**src/hdl/wst_pkg.sv**
```systemverilog
// shared types, constants and codes of the wildcard session table
`timescale 1ns / 1ps

package wst_pkg;

    // default table depth
    localparam int DEFAULT_TABLE_ENTRIES = 16;

    // configuration port
    localparam int APB_ADDR_W = 4;
    localparam int APB_DATA_W = 32;

    // register indexes
    localparam logic [1:0] REG_ACTIVE_ENTRIES   = 2'd0;
    localparam logic [1:0] REG_PORT_WILDCARD    = 2'd1;
    localparam logic [1:0] REG_ADDRESS_WILDCARD = 2'd2;
    localparam logic [1:0] REG_IPV4_MASK        = 2'd3;

    // register reset values
    localparam logic [4:0]  RST_ACTIVE_ENTRIES   = 5'd16;
    localparam logic [15:0] RST_PORT_WILDCARD    = 16'd0;
    localparam logic [31:0] RST_ADDRESS_WILDCARD = 32'd0;
    localparam logic [7:0]  RST_IPV4_MASK        = 8'd1;

    // action codes
    localparam logic [1:0] ACT_ALLOCATE = 2'd0;
    localparam logic [1:0] ACT_BIND     = 2'd1;
    localparam logic [1:0] ACT_LOOKUP   = 2'd2;

    typedef struct packed {
        logic [4:0]  active_entries;
        logic [15:0] port_wildcard;
        logic [31:0] address_wildcard;
        logic [7:0]  ipv4_mask;
    } cfg_t;

    typedef struct packed {
        logic capture;
        logic scan;
        logic finish;
    } cmd_t;

    typedef struct packed {
        logic scan_done;
        logic out_free;
    } status_t;

    typedef struct packed {
        logic [7:0]  local_protocol;
        logic [15:0] local_port;
        logic [31:0] local_address;
        logic [7:0]  remote_protocol;
        logic [15:0] remote_port;
        logic [31:0] remote_address;
    } entry_t;

endpackage

```
**src/hdl/wst_ctrl.sv**
```systemverilog
// sequencing state machine of the wildcard session table
`timescale 1ns / 1ps

module wst_ctrl
    import wst_pkg::*;
(
    input  logic    aclk,
    input  logic    aresetn,
    input  logic    s_valid,
    output logic    s_ready,
    input  status_t status,
    output cmd_t    cmd
);

    typedef enum logic [2:0] {
        ST_IDLE   = 3'b001,
        ST_SCAN   = 3'b010,
        ST_FINISH = 3'b100
    } state_t;

    state_t state_reg, state_next;

    always_ff @(posedge aclk) begin
        if (!aresetn) begin
            state_reg <= ST_IDLE;
        end else begin
            state_reg <= state_next;
        end
    end

    always_comb begin
        state_next  = state_reg;
        cmd.capture = 1'b0;
        cmd.scan    = 1'b0;
        cmd.finish  = 1'b0;
        s_ready     = 1'b0;
        case (state_reg)
            ST_IDLE: begin
                s_ready = 1'b1;
                if (s_valid) begin
                    cmd.capture = 1'b1;
                    state_next  = ST_SCAN;
                end
            end
            ST_SCAN: begin
                cmd.scan = 1'b1;
                if (status.scan_done) begin
                    state_next = ST_FINISH;
                end
            end
            ST_FINISH: begin
                // wait for room in the result register
                if (status.out_free) begin
                    cmd.finish = 1'b1;
                    state_next = ST_IDLE;
                end
            end
            default: begin
                state_next = ST_IDLE;
            end
        endcase
    end

endmodule

```
**src/hdl/wst_datapath.sv**
```systemverilog
// entry store, scan pipeline and result register of the wildcard session table
`timescale 1ns / 1ps

module wst_datapath
    import wst_pkg::*;
#(
    parameter int TABLE_ENTRIES = DEFAULT_TABLE_ENTRIES
) (
    input  logic        aclk,
    input  logic        aresetn,
    input  cfg_t        cfg,
    input  cmd_t        cmd,
    output status_t     status,
    input  logic [1:0]  s_action,
    input  logic [3:0]  s_slot_index,
    input  logic [7:0]  s_local_protocol,
    input  logic [15:0] s_local_port,
    input  logic [31:0] s_local_ip_address,
    input  logic [7:0]  s_remote_protocol,
    input  logic [15:0] s_remote_port,
    input  logic [31:0] s_remote_ip_address,
    output logic        m_valid,
    input  logic        m_ready,
    output logic        m_success,
    output logic [3:0]  m_entry_index
);

    localparam int IDX_W = (TABLE_ENTRIES > 1) ? $clog2(TABLE_ENTRIES) : 1;
    localparam int CNT_W = $clog2(TABLE_ENTRIES + 1);

    function automatic logic sides_match(
        input logic [7:0]  pa,
        input logic [15:0] porta,
        input logic [31:0] aa,
        input logic [7:0]  pb,
        input logic [15:0] portb,
        input logic [31:0] ab,
        input cfg_t        c
    );
        logic port_ok;
        logic prot_ok;
        logic addr_ok;
        port_ok = (porta == c.port_wildcard) || (portb == c.port_wildcard) || (porta == portb);
        prot_ok = ((pa & c.ipv4_mask) != 8'd0) && ((pb & c.ipv4_mask) != 8'd0);
        addr_ok = (aa == c.address_wildcard) || (ab == c.address_wildcard) || (aa == ab);
        return port_ok && prot_ok && addr_ok;
    endfunction

    // captured item
    logic [1:0]  act_reg;
    logic [3:0]  slot_reg;
    logic [7:0]  lprot_reg;
    logic [15:0] lport_reg;
    logic [31:0] laddr_reg;
    logic [7:0]  rprot_reg;
    logic [15:0] rport_reg;
    logic [31:0] raddr_reg;

    // entry store and its per-entry flags
    entry_t                   mem [TABLE_ENTRIES];
    entry_t                   rd_data_reg;
    logic [TABLE_ENTRIES-1:0] used_reg;
    logic [TABLE_ENTRIES-1:0] written_reg;

    // scan pipeline
    logic [CNT_W-1:0] addr_reg;
    logic             cand_valid_reg;
    logic [IDX_W-1:0] cand_idx_reg;
    logic             hit_reg;
    logic [IDX_W-1:0] hit_idx_reg;

    // result register
    logic       m_valid_reg;
    logic       m_success_reg;
    logic [3:0] m_index_reg;

    logic [CNT_W-1:0] lim;
    logic [CNT_W-1:0] lim_eff;
    logic             issue;
    logic             cand_match;
    entry_t           stored;
    logic             bind_ok;
    logic             res_success;
    logic [3:0]       res_index;

    always_comb begin
        if (32'(cfg.active_entries) > 32'(TABLE_ENTRIES)) begin
            lim = CNT_W'(TABLE_ENTRIES);
        end else begin
            lim = CNT_W'(cfg.active_entries);
        end
        if (act_reg == ACT_ALLOCATE || act_reg == ACT_LOOKUP) begin
            lim_eff = lim;
        end else begin
            lim_eff = '0;
        end
    end

    assign issue   = cmd.scan && !hit_reg && (addr_reg < lim_eff);
    assign bind_ok = 32'(slot_reg) < 32'(TABLE_ENTRIES);

    // never written entries read as all zero
    assign stored = written_reg[cand_idx_reg] ? rd_data_reg : '0;

    always_comb begin
        case (act_reg)
            ACT_ALLOCATE: cand_match = !used_reg[cand_idx_reg];
            ACT_LOOKUP:   cand_match = used_reg[cand_idx_reg]
                && sides_match(rprot_reg, rport_reg, raddr_reg, stored.remote_protocol,
                               stored.remote_port, stored.remote_address, cfg)
                && sides_match(lprot_reg, lport_reg, laddr_reg, stored.local_protocol,
                               stored.local_port, stored.local_address, cfg);
            default:      cand_match = 1'b0;
        endcase
    end

    assign status.scan_done = hit_reg || (!cand_valid_reg && !(addr_reg < lim_eff));
    assign status.out_free  = !m_valid_reg || m_ready;

    always_ff @(posedge aclk) begin
        if (cmd.capture) begin
            act_reg   <= s_action;
            slot_reg  <= s_slot_index;
            lprot_reg <= s_local_protocol;
            lport_reg <= s_local_port;
            laddr_reg <= s_local_ip_address;
            rprot_reg <= s_remote_protocol;
            rport_reg <= s_remote_port;
            raddr_reg <= s_remote_ip_address;
        end
    end

    // store: one write port for bind, one registered read port for the scan
    always_ff @(posedge aclk) begin
        if (cmd.finish && act_reg == ACT_BIND && bind_ok) begin
            mem[IDX_W'(slot_reg)] <= '{
                local_protocol:  lprot_reg,
                local_port:      lport_reg,
                local_address:   laddr_reg,
                remote_protocol: lprot_reg,
                remote_port:     cfg.port_wildcard,
                remote_address:  cfg.address_wildcard
            };
        end
        if (issue) begin
            rd_data_reg <= mem[addr_reg[IDX_W-1:0]];
        end
    end

    always_ff @(posedge aclk) begin
        if (!aresetn) begin
            used_reg    <= '0;
            written_reg <= '0;
        end else if (cmd.finish) begin
            if (act_reg == ACT_ALLOCATE && hit_reg) begin
                used_reg[hit_idx_reg] <= 1'b1;
            end
            if (act_reg == ACT_BIND && bind_ok) begin
                written_reg[IDX_W'(slot_reg)] <= 1'b1;
            end
        end
    end

    always_ff @(posedge aclk) begin
        if (!aresetn) begin
            addr_reg       <= '0;
            cand_valid_reg <= 1'b0;
            hit_reg        <= 1'b0;
        end else if (cmd.capture) begin
            addr_reg       <= '0;
            cand_valid_reg <= 1'b0;
            hit_reg        <= 1'b0;
        end else if (cmd.scan) begin
            cand_valid_reg <= issue;
            if (issue) begin
                addr_reg <= addr_reg + CNT_W'(1);
            end
            if (cand_valid_reg && !hit_reg && cand_match) begin
                hit_reg <= 1'b1;
            end
        end
    end

    always_ff @(posedge aclk) begin
        if (issue) begin
            cand_idx_reg <= addr_reg[IDX_W-1:0];
        end
        if (cmd.scan && cand_valid_reg && !hit_reg && cand_match) begin
            hit_idx_reg <= cand_idx_reg;
        end
    end

    always_comb begin
        res_success = 1'b0;
        res_index   = 4'd0;
        case (act_reg)
            ACT_ALLOCATE, ACT_LOOKUP: begin
                if (hit_reg) begin
                    res_success = 1'b1;
                    res_index   = 4'(hit_idx_reg);
                end
            end
            ACT_BIND: begin
                if (bind_ok) begin
                    res_success = 1'b1;
                    res_index   = slot_reg;
                end
            end
            default: begin
                res_success = 1'b0;
                res_index   = 4'd0;
            end
        endcase
    end

    always_ff @(posedge aclk) begin
        if (!aresetn) begin
            m_valid_reg <= 1'b0;
        end else if (cmd.finish) begin
            m_valid_reg <= 1'b1;
        end else if (m_ready) begin
            m_valid_reg <= 1'b0;
        end
    end

    always_ff @(posedge aclk) begin
        if (cmd.finish) begin
            m_success_reg <= res_success;
            m_index_reg   <= res_index;
        end
    end

    assign m_valid       = m_valid_reg;
    assign m_success     = m_success_reg;
    assign m_entry_index = m_index_reg;

endmodule

```
**src/hdl/wildcard_session_table_unit.sv**
```systemverilog
// top level of the wildcard session table: configuration registers and unit wiring
`timescale 1ns / 1ps

// session table with wildcard matching of ports and ipv4 addresses
// - input channel (s_*): one beat is one command: allocate, bind or lookup
// - result channel (m_*): one beat per command, success flag and entry index
// - apb port: four registers at byte addresses 0, 4, 8 and 12; the user must
//   write them only while the table is idle, the block does not enforce it;
//   pready tied high, prdata returns the register value
// - bind and unused codes skip the scan; allocate and lookup scan
//   min(active_entries, TABLE_ENTRIES) entries
// - the next command is accepted only once the controller is back in idle,
//   after the result of the last one is written
// - the scan reads one entry per cycle through the store's single registered
//   read port, and stops at the first hit
// - one command at a time; the next is accepted while a result still waits
// - a stalled receiver holds the result register; a following command is
//   scanned but not finished until that beat has gone
// - reset (aresetn low, synchronous) clears used and written flags, so the
//   table reads as all zero, and restores the register defaults; no clearing
//   pass is needed
module wildcard_session_table_unit
    import wst_pkg::*;
#(
    parameter int TABLE_ENTRIES = DEFAULT_TABLE_ENTRIES
) (
    input  logic                  aclk,
    input  logic                  aresetn,
    // command channel
    input  logic                  s_valid,
    output logic                  s_ready,
    input  logic [1:0]            s_action,
    input  logic [3:0]            s_slot_index,
    input  logic [7:0]            s_local_protocol,
    input  logic [15:0]           s_local_port,
    input  logic [31:0]           s_local_ip_address,
    input  logic [7:0]            s_remote_protocol,
    input  logic [15:0]           s_remote_port,
    input  logic [31:0]           s_remote_ip_address,
    // result channel
    output logic                  m_valid,
    input  logic                  m_ready,
    output logic                  m_success,
    output logic [3:0]            m_entry_index,
    // configuration port
    input  logic                  psel,
    input  logic                  penable,
    input  logic                  pwrite,
    input  logic [APB_ADDR_W-1:0] paddr,
    input  logic [APB_DATA_W-1:0] pwdata,
    output logic [APB_DATA_W-1:0] prdata,
    output logic                  pready
);

    cfg_t       cfg_reg;
    cmd_t       cmd;
    status_t    status;
    logic       cfg_wr;
    logic [1:0] reg_sel;

    assign pready  = 1'b1;
    assign cfg_wr  = psel && penable && pwrite;
    assign reg_sel = paddr[3:2];

    // register writes, one per access phase
    always_ff @(posedge aclk) begin
        if (!aresetn) begin
            cfg_reg.active_entries   <= RST_ACTIVE_ENTRIES;
            cfg_reg.port_wildcard    <= RST_PORT_WILDCARD;
            cfg_reg.address_wildcard <= RST_ADDRESS_WILDCARD;
            cfg_reg.ipv4_mask        <= RST_IPV4_MASK;
        end else if (cfg_wr) begin
            case (reg_sel)
                REG_ACTIVE_ENTRIES:   cfg_reg.active_entries   <= pwdata[4:0];
                REG_PORT_WILDCARD:    cfg_reg.port_wildcard    <= pwdata[15:0];
                REG_ADDRESS_WILDCARD: cfg_reg.address_wildcard <= pwdata[31:0];
                REG_IPV4_MASK:        cfg_reg.ipv4_mask        <= pwdata[7:0];
                default: begin
                end
            endcase
        end
    end

    // read-back mux
    always_comb begin
        case (reg_sel)
            REG_ACTIVE_ENTRIES:   prdata = APB_DATA_W'(cfg_reg.active_entries);
            REG_PORT_WILDCARD:    prdata = APB_DATA_W'(cfg_reg.port_wildcard);
            REG_ADDRESS_WILDCARD: prdata = APB_DATA_W'(cfg_reg.address_wildcard);
            REG_IPV4_MASK:        prdata = APB_DATA_W'(cfg_reg.ipv4_mask);
            default:              prdata = '0;
        endcase
    end

    // sequencer
    wst_ctrl u_ctrl (
        .aclk    (aclk),
        .aresetn (aresetn),
        .s_valid (s_valid),
        .s_ready (s_ready),
        .status  (status),
        .cmd     (cmd)
    );

    // entry store, scan and result register
    wst_datapath #(
        .TABLE_ENTRIES (TABLE_ENTRIES)
    ) u_datapath (
        .aclk                (aclk),
        .aresetn             (aresetn),
        .cfg                 (cfg_reg),
        .cmd                 (cmd),
        .status              (status),
        .s_action            (s_action),
        .s_slot_index        (s_slot_index),
        .s_local_protocol    (s_local_protocol),
        .s_local_port        (s_local_port),
        .s_local_ip_address  (s_local_ip_address),
        .s_remote_protocol   (s_remote_protocol),
        .s_remote_port       (s_remote_port),
        .s_remote_ip_address (s_remote_ip_address),
        .m_valid             (m_valid),
        .m_ready             (m_ready),
        .m_success           (m_success),
        .m_entry_index       (m_entry_index)
    );

endmodule

```
**config.mk**
```make
export PLATFORM = sky130hd
export DESIGN_NAME = wildcard_session_table_unit
export DESIGN_NICKNAME = d
export VERILOG_FILES = /design/src/hdl/wst_pkg.sv /design/src/hdl/wst_ctrl.sv /design/src/hdl/wst_datapath.sv /design/src/hdl/wildcard_session_table_unit.sv
export SDC_FILE = /design/constraint.sdc
export NUM_CORES = 2
export LEC_CHECK = 0
export ABC_AREA = 1
export BUFFER_PORTS_ARGS = -buffer_cell sky130_fd_sc_hd__buf_2
export CORE_MARGIN = 2
export CORE_UTILIZATION = 40
export DETAILED_ROUTE_END_ITERATION = 6
export HOLD_SLACK_MARGIN = 0.03
export PLACE_DENSITY = 0.66
export REMOVE_ABC_BUFFERS = 1
export SLEW_MARGIN = 20
export SYNTH_ARGS = -nofsm -noshare
export SYNTH_HDL_FRONTEND = slang
export SYNTH_HIERARCHICAL = 1
export SYNTH_SLANG_ARGS = --single-unit
```
**constraint.sdc**
```tcl
create_clock -name aclk -period 11.9 [get_ports aclk]
set_input_delay 1.785 -clock aclk [delete_from_list [all_inputs] [get_ports aclk]]
set_output_delay 1.785 -clock aclk [all_outputs]
set_load 0.02 [all_outputs]
```
Word-level counts from Yosys, hierarchy flattened --
Memories as Yosys holds them, arrays and structs flattened. A register that Yosys moved wholly into a read port is not among the register bits. Index checks and enable logic that the tools add are counted. W data, S select, Z words.
Word-level totals: memories kept 1, register bits 235, word-level logic and storage cells 149, output and inout port bits 40, bits of input ports 161, RAM bits 1792
Operators by class: multiplexer cells 31, $lt $le $gt $ge 7, reduce and logical (&&, ||, !) cells 56, add/sub/neg operators 1, bitwise gates (word level) 7, equality and inequality tests 23
Memories:
- u_datapath.mem | words 16, width 112, read ports 1, clocked after Yosys merged registers in 1, write ports 1, line wst_datapath.sv:60 | entry_t mem [TABLE_ENTRIES];
Operator list (number):
- $eq A32 B32 Y1 | 6
- $pmux W32 S4 | 1
- $mux W112 | 1
- $eq A16 B16 Y1 | 6
- $and A8 B8 Y8 | 4
- $or A16 B16 Y16 | 2
- $reduce_bool A8 Y1 | 4
- $logic_and A1 B1 Y1 | 22
- $reduce_and A2 Y1 | 8
- $lt A4 B5 Y1 const B | 3
- $mux W1 | 15
- $logic_or A1 B1 Y1 | 11
- $mux W5 | 2
- $mux W3 | 3
- $pmux W3 S3 | 1
- $bmux W1 S4 | 2
- $demux W1 S4 | 2
- $ge A4 B1 Y1 const B | 2
- $pmux W4 S2 | 1
- $eq A2 B2 Y1 const B | 3
- $ne A2 B2 Y1 const B | 3
- $add A5 B1 Y5 const B | 1
- $gt A5 B5 Y1 const B | 1
- $logic_not A1 Y1 | 5
- 12 further kinds | 16

Longest topological paths before layout --
depth in word-level cells 13, depth in mapped cells 24, depth with buffers taken out 20

Cells and area by module --
Netlist, hierarchy kept.
By module, submodules not included:
- wst_datapath | cells each 5943, area each 78217.5 µm², instances 1, seq. area each 57825.5 µm²
- wildcard_session_table_unit | cells each 475, area each 2907.8 µm², instances 1, seq. area each 1221.2 µm²
- wst_ctrl | cells each 30, area each 181.4 µm², instances 1, seq. area each 60.1 µm²

Least setup slack after synthesis --
Ideal clock, no wire load.
kind flip-flop to flip-flop, from reg u_datapath.act_reg[0], to reg u_datapath.addr_reg[3], arrival time 10.193 ns, period minus slack after synthesis 10.258 ns, library setup time 0.064 ns, slack 1.642 ns, data required time 11.836 ns, cell stages (with the launch flop) 13, buffers on the path 0, cell sequence edfxtp_1 nor2_1 nand2_1 ha_1 nand2_1 inv_1 nand4_1 o211ai_1 nor3_1 inv_1 o21ai_0 nand2_1 nor2_1
On the way: longest elaborated chain between the ends 6, elaborated cells between the ends (all ways) 7, classes of those cells order compare (1); eq/ne (1); mux (1); reduce/logical (4)
Ends and longest elaborated chain:
- start, declared | line wst_datapath.sv:50 | logic [1:0] act_reg;
- start signal, assigned | line wst_datapath.sv:122 | act_reg <= s_action;
- $eq A2 B2 Y1 or $logic_not A2 Y1 (tied branches) | line wst_datapath.sv:92 | if (act_reg == ACT_ALLOCATE || act_reg == ACT_LOOKUP) begin
- $logic_or A1 B1 Y1 * | line wst_datapath.sv:92
- $mux W5 * | line wst_datapath.sv:92
- $lt A5 B5 Y1 * | line wst_datapath.sv:99 | assign issue = cmd.scan && !hit_reg && (addr_reg < lim_eff);
- $logic_and A1 B1 Y1 * | line wst_datapath.sv:99
- named net u_datapath.issue | line wst_datapath.sv:79 | logic issue;
- $reduce_and A2 Y1 (no source line) *
- end signal, assigned | line wst_datapath.sv:176 | addr_reg <= addr_reg + CNT_W'(1);
- end, declared | line wst_datapath.sv:66 | logic [CNT_W-1:0] addr_reg;
Mark *: on every way through the listed nets, which the timed path passes. The rest lies on a longest branch. A chain may end at the register's enable or synchronous reset.

Worst setup path in the final report --
from reg u_datapath.cand_idx_reg[0], to reg u_datapath.hit_idx_reg[3], enable pin
On the way: longest elaborated chain between the ends 12, elaborated cells between the ends (all ways) 36, classes of those cells eq/ne (8); mux (6); bitwise (2); reduce/logical (20)
Ends and longest elaborated chain:
- start, declared | line wst_datapath.sv:68 | logic [IDX_W-1:0] cand_idx_reg;
- start signal, assigned | line wst_datapath.sv:186 | cand_idx_reg <= addr_reg[IDX_W-1:0];
- $bmux W1 S4 | line wst_datapath.sv:103 | assign stored = written_reg[cand_idx_reg] ? rd_data_reg : '0;
- $mux W1 (implied by the code) | line wst_datapath.sv:103
- $mux W112 | line wst_datapath.sv:103
- $eq A16 B16 Y1 or $and A8 B8 Y8 (tied branches) | line wst_datapath.sv:43, wst_datapath.sv:44
- $logic_or A1 B1 Y1 or $reduce_bool A8 Y1 (tied branches) | line wst_datapath.sv:43, wst_datapath.sv:44
- $logic_or A1 B1 Y1 or $logic_and A1 B1 Y1 (tied branches) | line wst_datapath.sv:43, wst_datapath.sv:44
- $logic_and A1 B1 Y1 (2 in series) | line wst_datapath.sv:46 | return port_ok && prot_ok && addr_ok;
- $logic_and A1 B1 Y1 | line wst_datapath.sv:109 | && sides_match(rprot_reg, rport_reg, raddr_reg, stored.remote_protocol,
- $logic_and A1 B1 Y1 | line wst_datapath.sv:111 | && sides_match(lprot_reg, lport_reg, laddr_reg, stored.local_protocol,
- $pmux W1 S2 * | line wst_datapath.sv:106 | case (act_reg)
- $logic_and A1 B1 Y1 * | line wst_datapath.sv:188 | if (cmd.scan && cand_valid_reg && !hit_reg && cand_match) begin
- end signal, assigned | line wst_datapath.sv:189 | hit_idx_reg <= cand_idx_reg;
- end, declared | line wst_datapath.sv:70 | logic [IDX_W-1:0] hit_idx_reg;
Mark *: on every way between the ends. The rest lies on a longest branch, timed or not. The select of a mux whose other input is x is not followed.

==> summary.txt <==
Critical path
  • Delay of the slowest critical-path stage: 830 ps
  • Crit-path max FO: 100
  • CP Data Arrival Time: 6110 ps
  • Critical Path Source: u_datapath/cand_idx_reg[0]$_DFFE_PP_
  • Critical Path Source Type: flip-flop
  • Crit path buf inv count: 4
  • Crit path max-delay family: simple AND/OR/NAND/NOR gates
  • Reg2Reg Launch Point: u_datapath/cand_idx_reg[0]$_DFFE_PP_
  • WP data required: 12,440 ps
  • Kind of critical path: flip-flop to flip-flop
  • CP cell instances: inv_4, nand2_1, nand3_1, nand3_1, nand3_1, nand2_4, buf_4, buf_4, nand2_1, nand2_1, nand4_1, nor2_1, nand2_1, nor2_1, nand2_1, nand3_1, nand2_1, o21bai_1, nand2_1, inv_1
  • Worst path most repeated cell: nand2_1
  • CP max stage cell: buf_4
  • Crit. End Element: flip-flop

STA
  • Fin crit period: 5564 ps
  • Hold Vio Cnt, Final: 0
  • FMAX: 179.7 MHz
  • Slew Limit Fails: 0
  • Final WS setup: 6336 ps
  • Worst rel slew slack: 0.2198
  • Worst Skew: 51.64 ps
  • Period utilization: 0.4676
  • # setup viols final: 0
  • RSZ-0062 raised after global routing: false
  • WHS: 462.7 ps
  • Worst-Margin Slew: 1170 ps

Synthesis
  • Part of the Yosys area used for sequential elements: 0.7270
  • Distinct cells, synth: 40
  • Synthesized area: 81,310 µm²
  • Yosys reg bits: 2,003
  • Avg Synthesized Cell Area: 12.61 µm²
  • Synth Flop Type: edfxtp_1
  • Syn Inst Count: 6,448
  • Synth warn: 6
  • Post-synth EDFFs: 1,899
  • Ys async rst share: 0

Layout
  • Commonest cells after routing, fill and taps aside: edfxtp_1, nor2_1, nand2_1
  • Largest register FFs: 1,664
  • Area Overhead vs Synth: 12.97%
  • Design Area, Final: 91,860 µm²
  • Commonest non-fill, non-tap cell in the layout: edfxtp_1
  • Nets: 6,736
  • Share of layout cells above drive strength 1: 0.09414
  • Final core utilization: 0.4545

Clock tree
  • Cts repair resizes: 0
  • Clock transition at path regs: 60 ps
  • Setup bufs post-CTS: 0
  • # clock sinks: 2,003
  • Worst-Skew Late Latency: 850 ps
  • Num CTS Buffers: 199
  • CTS tree: built
  • Clock Path Buffers: 3
  • Clock Tree Root: clkbuf_16
  • Number of H-tree levels: 4
  • Hold Buf Count CTS: 0

Place
  • Setup WS pre-CTS: 5818 ps
  • Placed Area: 85,200 µm²
  • Post-DP HPWL: 119.3 mm
  • Port Buffers: 197
  • Final GP Congestion: 0.9112

Run status
  • Status: complete, but fails checks
  • Failing checks: DRC

Power
  • Sw power: 3210 µW
  • Static Leak: 0.03139 µW
  • Sw frac: 0.2170
  • Pint: 11,580 µW
  • Cell Pwr Density: 161.0 nW/µm²
  • Sequential power share: 0.541
  • Clk pwr share: 0.427
  • Max IR drop VDD: 0.1601 mV
  • Comb power frac: 0.033

Routing
  • Via/cell ratio: 5.611
  • Total number of vias: 52,850
  • Antenna-violating nets left: 0
  • Routed len/inst: 23.23 µm
  • WL final: 218.8 mm
  • DRC: 1
  • DR iter-0 viols: 5,863
  • First-pass iteration count of the detailed router: 7

Global route
  • Final global-route overflow total: 0
  • Gr usage total: 0.2067
  • Largest net degree at the start of global routing: 221
  • Initial antenna violation count: 11
  • First-pass GRT wire length: 320.4 mm
  • Vias in the first global route: 50,110

Floorplan
  • Die area: 206,900 µm²
  • Die Ht: 454.9 µm
  • # IOs: 201
  • Core Region: 202,100 µm²
  • Initial core utilization: 0.4023
  • Die X: 454.9 µm
  • Core Rows: 165

Job
  • Max cap viols: 0

Worst hold path
  • Hold path start: u_datapath/used_reg[2]$_SDFFE_PN0P_
  • Type of the worst min-delay path: flip-flop to flip-flop
-- cells in the mapped netlist, types with 28 or more instances --
| cell | n | area, µm² |
|---|---|---|
| edfxtp_1 | 1899 | 57020 |
| nor2_1 | 1212 | 4549 |
| nand2_1 | 872 | 3273 |
| nand3_1 | 437 | 2187 |
| o21ai_0 | 433 | 2167 |
| clkbuf_1 | 300 | 1126 |
| o32ai_1 | 246 | 2155 |
| inv_1 | 209 | 784.5 |
| o221ai_1 | 171 | 1498 |
| mux2i_1 | 170 | 1702 |
| dfxtp_1 | 104 | 2082 |
| nand3b_1 | 45 | 337.8 |
| o211ai_1 | 39 | 292.8 |
| xnor2_1 | 39 | 341.6 |
| a21oi_1 | 38 | 190.2 |
| nand4_1 | 37 | 231.5 |
| xor2_1 | 36 | 315.3 |
| buf_1 | 28 | 105.1 |
-- stage by stage --
step / setup TNS, ps / total power [µW] / instances
after floorplan: -6768860 / 8389 / 6066
after global placement: 0 / 8610 / 9038
after detailed placement: 0 / 8626 / 9041
after CTS: 0 / 14890 / 9417
after global routing: 0 / 15230 / 9417
final: 0 / 14790 / 9419
-- per-layer routing --
layer	wire length (µm)	track usage	part of all wire
met5	69	0	0.00032
met4	8146	0.08030	0.037
met3	16190	0.03150	0.074
met2	107100	0.3466	0.49
met1	87290	0.2703	0.40
-- worst paths after layout --
kind	end	slack, ps	cells after the start
max	u_datapath/hit_idx_reg[3]$_DFFE_PP_	6340	20
min	u_datapath/used_reg[2]$_SDFFE_PN0P_	460	2
max reg2reg	u_datapath/hit_idx_reg[3]$_DFFE_PP_	6340	20
min reg2reg	u_datapath/used_reg[2]$_SDFFE_PN0P_	460	2
-- cells by family after synthesis --
kind of cell,share of synthesized area
AND/OR/NAND/NOR,0.1324
flip-flops,0.7270
AO/OA/AOI/OAI,0.08054
buffers and inverters,0.03024
multiplexers,0.02093
XOR/XNOR,0.008079
adder cells (fa/ha/maj),0.0007694
other,0.00004612
-- final cells by class --
type / count / area, µm²
fill: 17700 / 110300
sequential: 2003 / 59120
timing repair buffer: 303 / 1973
multi-input combinational: 3842 / 19920
tap: 2672 / 3343
clock buffer: 253 / 5254
clock inverter: 123 / 1390
inverter: 221 / 857.1
antenna: 2 / 5.005
-- power by group through the flow --
stage	Clock [µW]	Sequential [µW]	Combinational, µW
3_3_place_gp	0	8140	471
6_report	6310	8000	481
3_5_place_dp	0	8150	480
5_1_grt	6690	8010	528
2_1_floorplan	0	8090	294
4_1_cts	6410	8000	482
-- worst register-to-register path: stages, from the launching register on --
cell and delay (ps):
edfxtp_1 780, inv_4 170, nand2_1 110, nand3_1 70, nand3_1 90, nand3_1 120
nand2_4 610, buf_4 840, buf_4 840, nand2_1 240, nand2_1 110, nand4_1 90
nor2_1 130, nand2_1 140, nor2_1 120, nand2_1 50, nand3_1 60, nand2_1 220
o21bai_1 240, nand2_1 90, inv_1 140
Power figures use the tool's default switching activity.
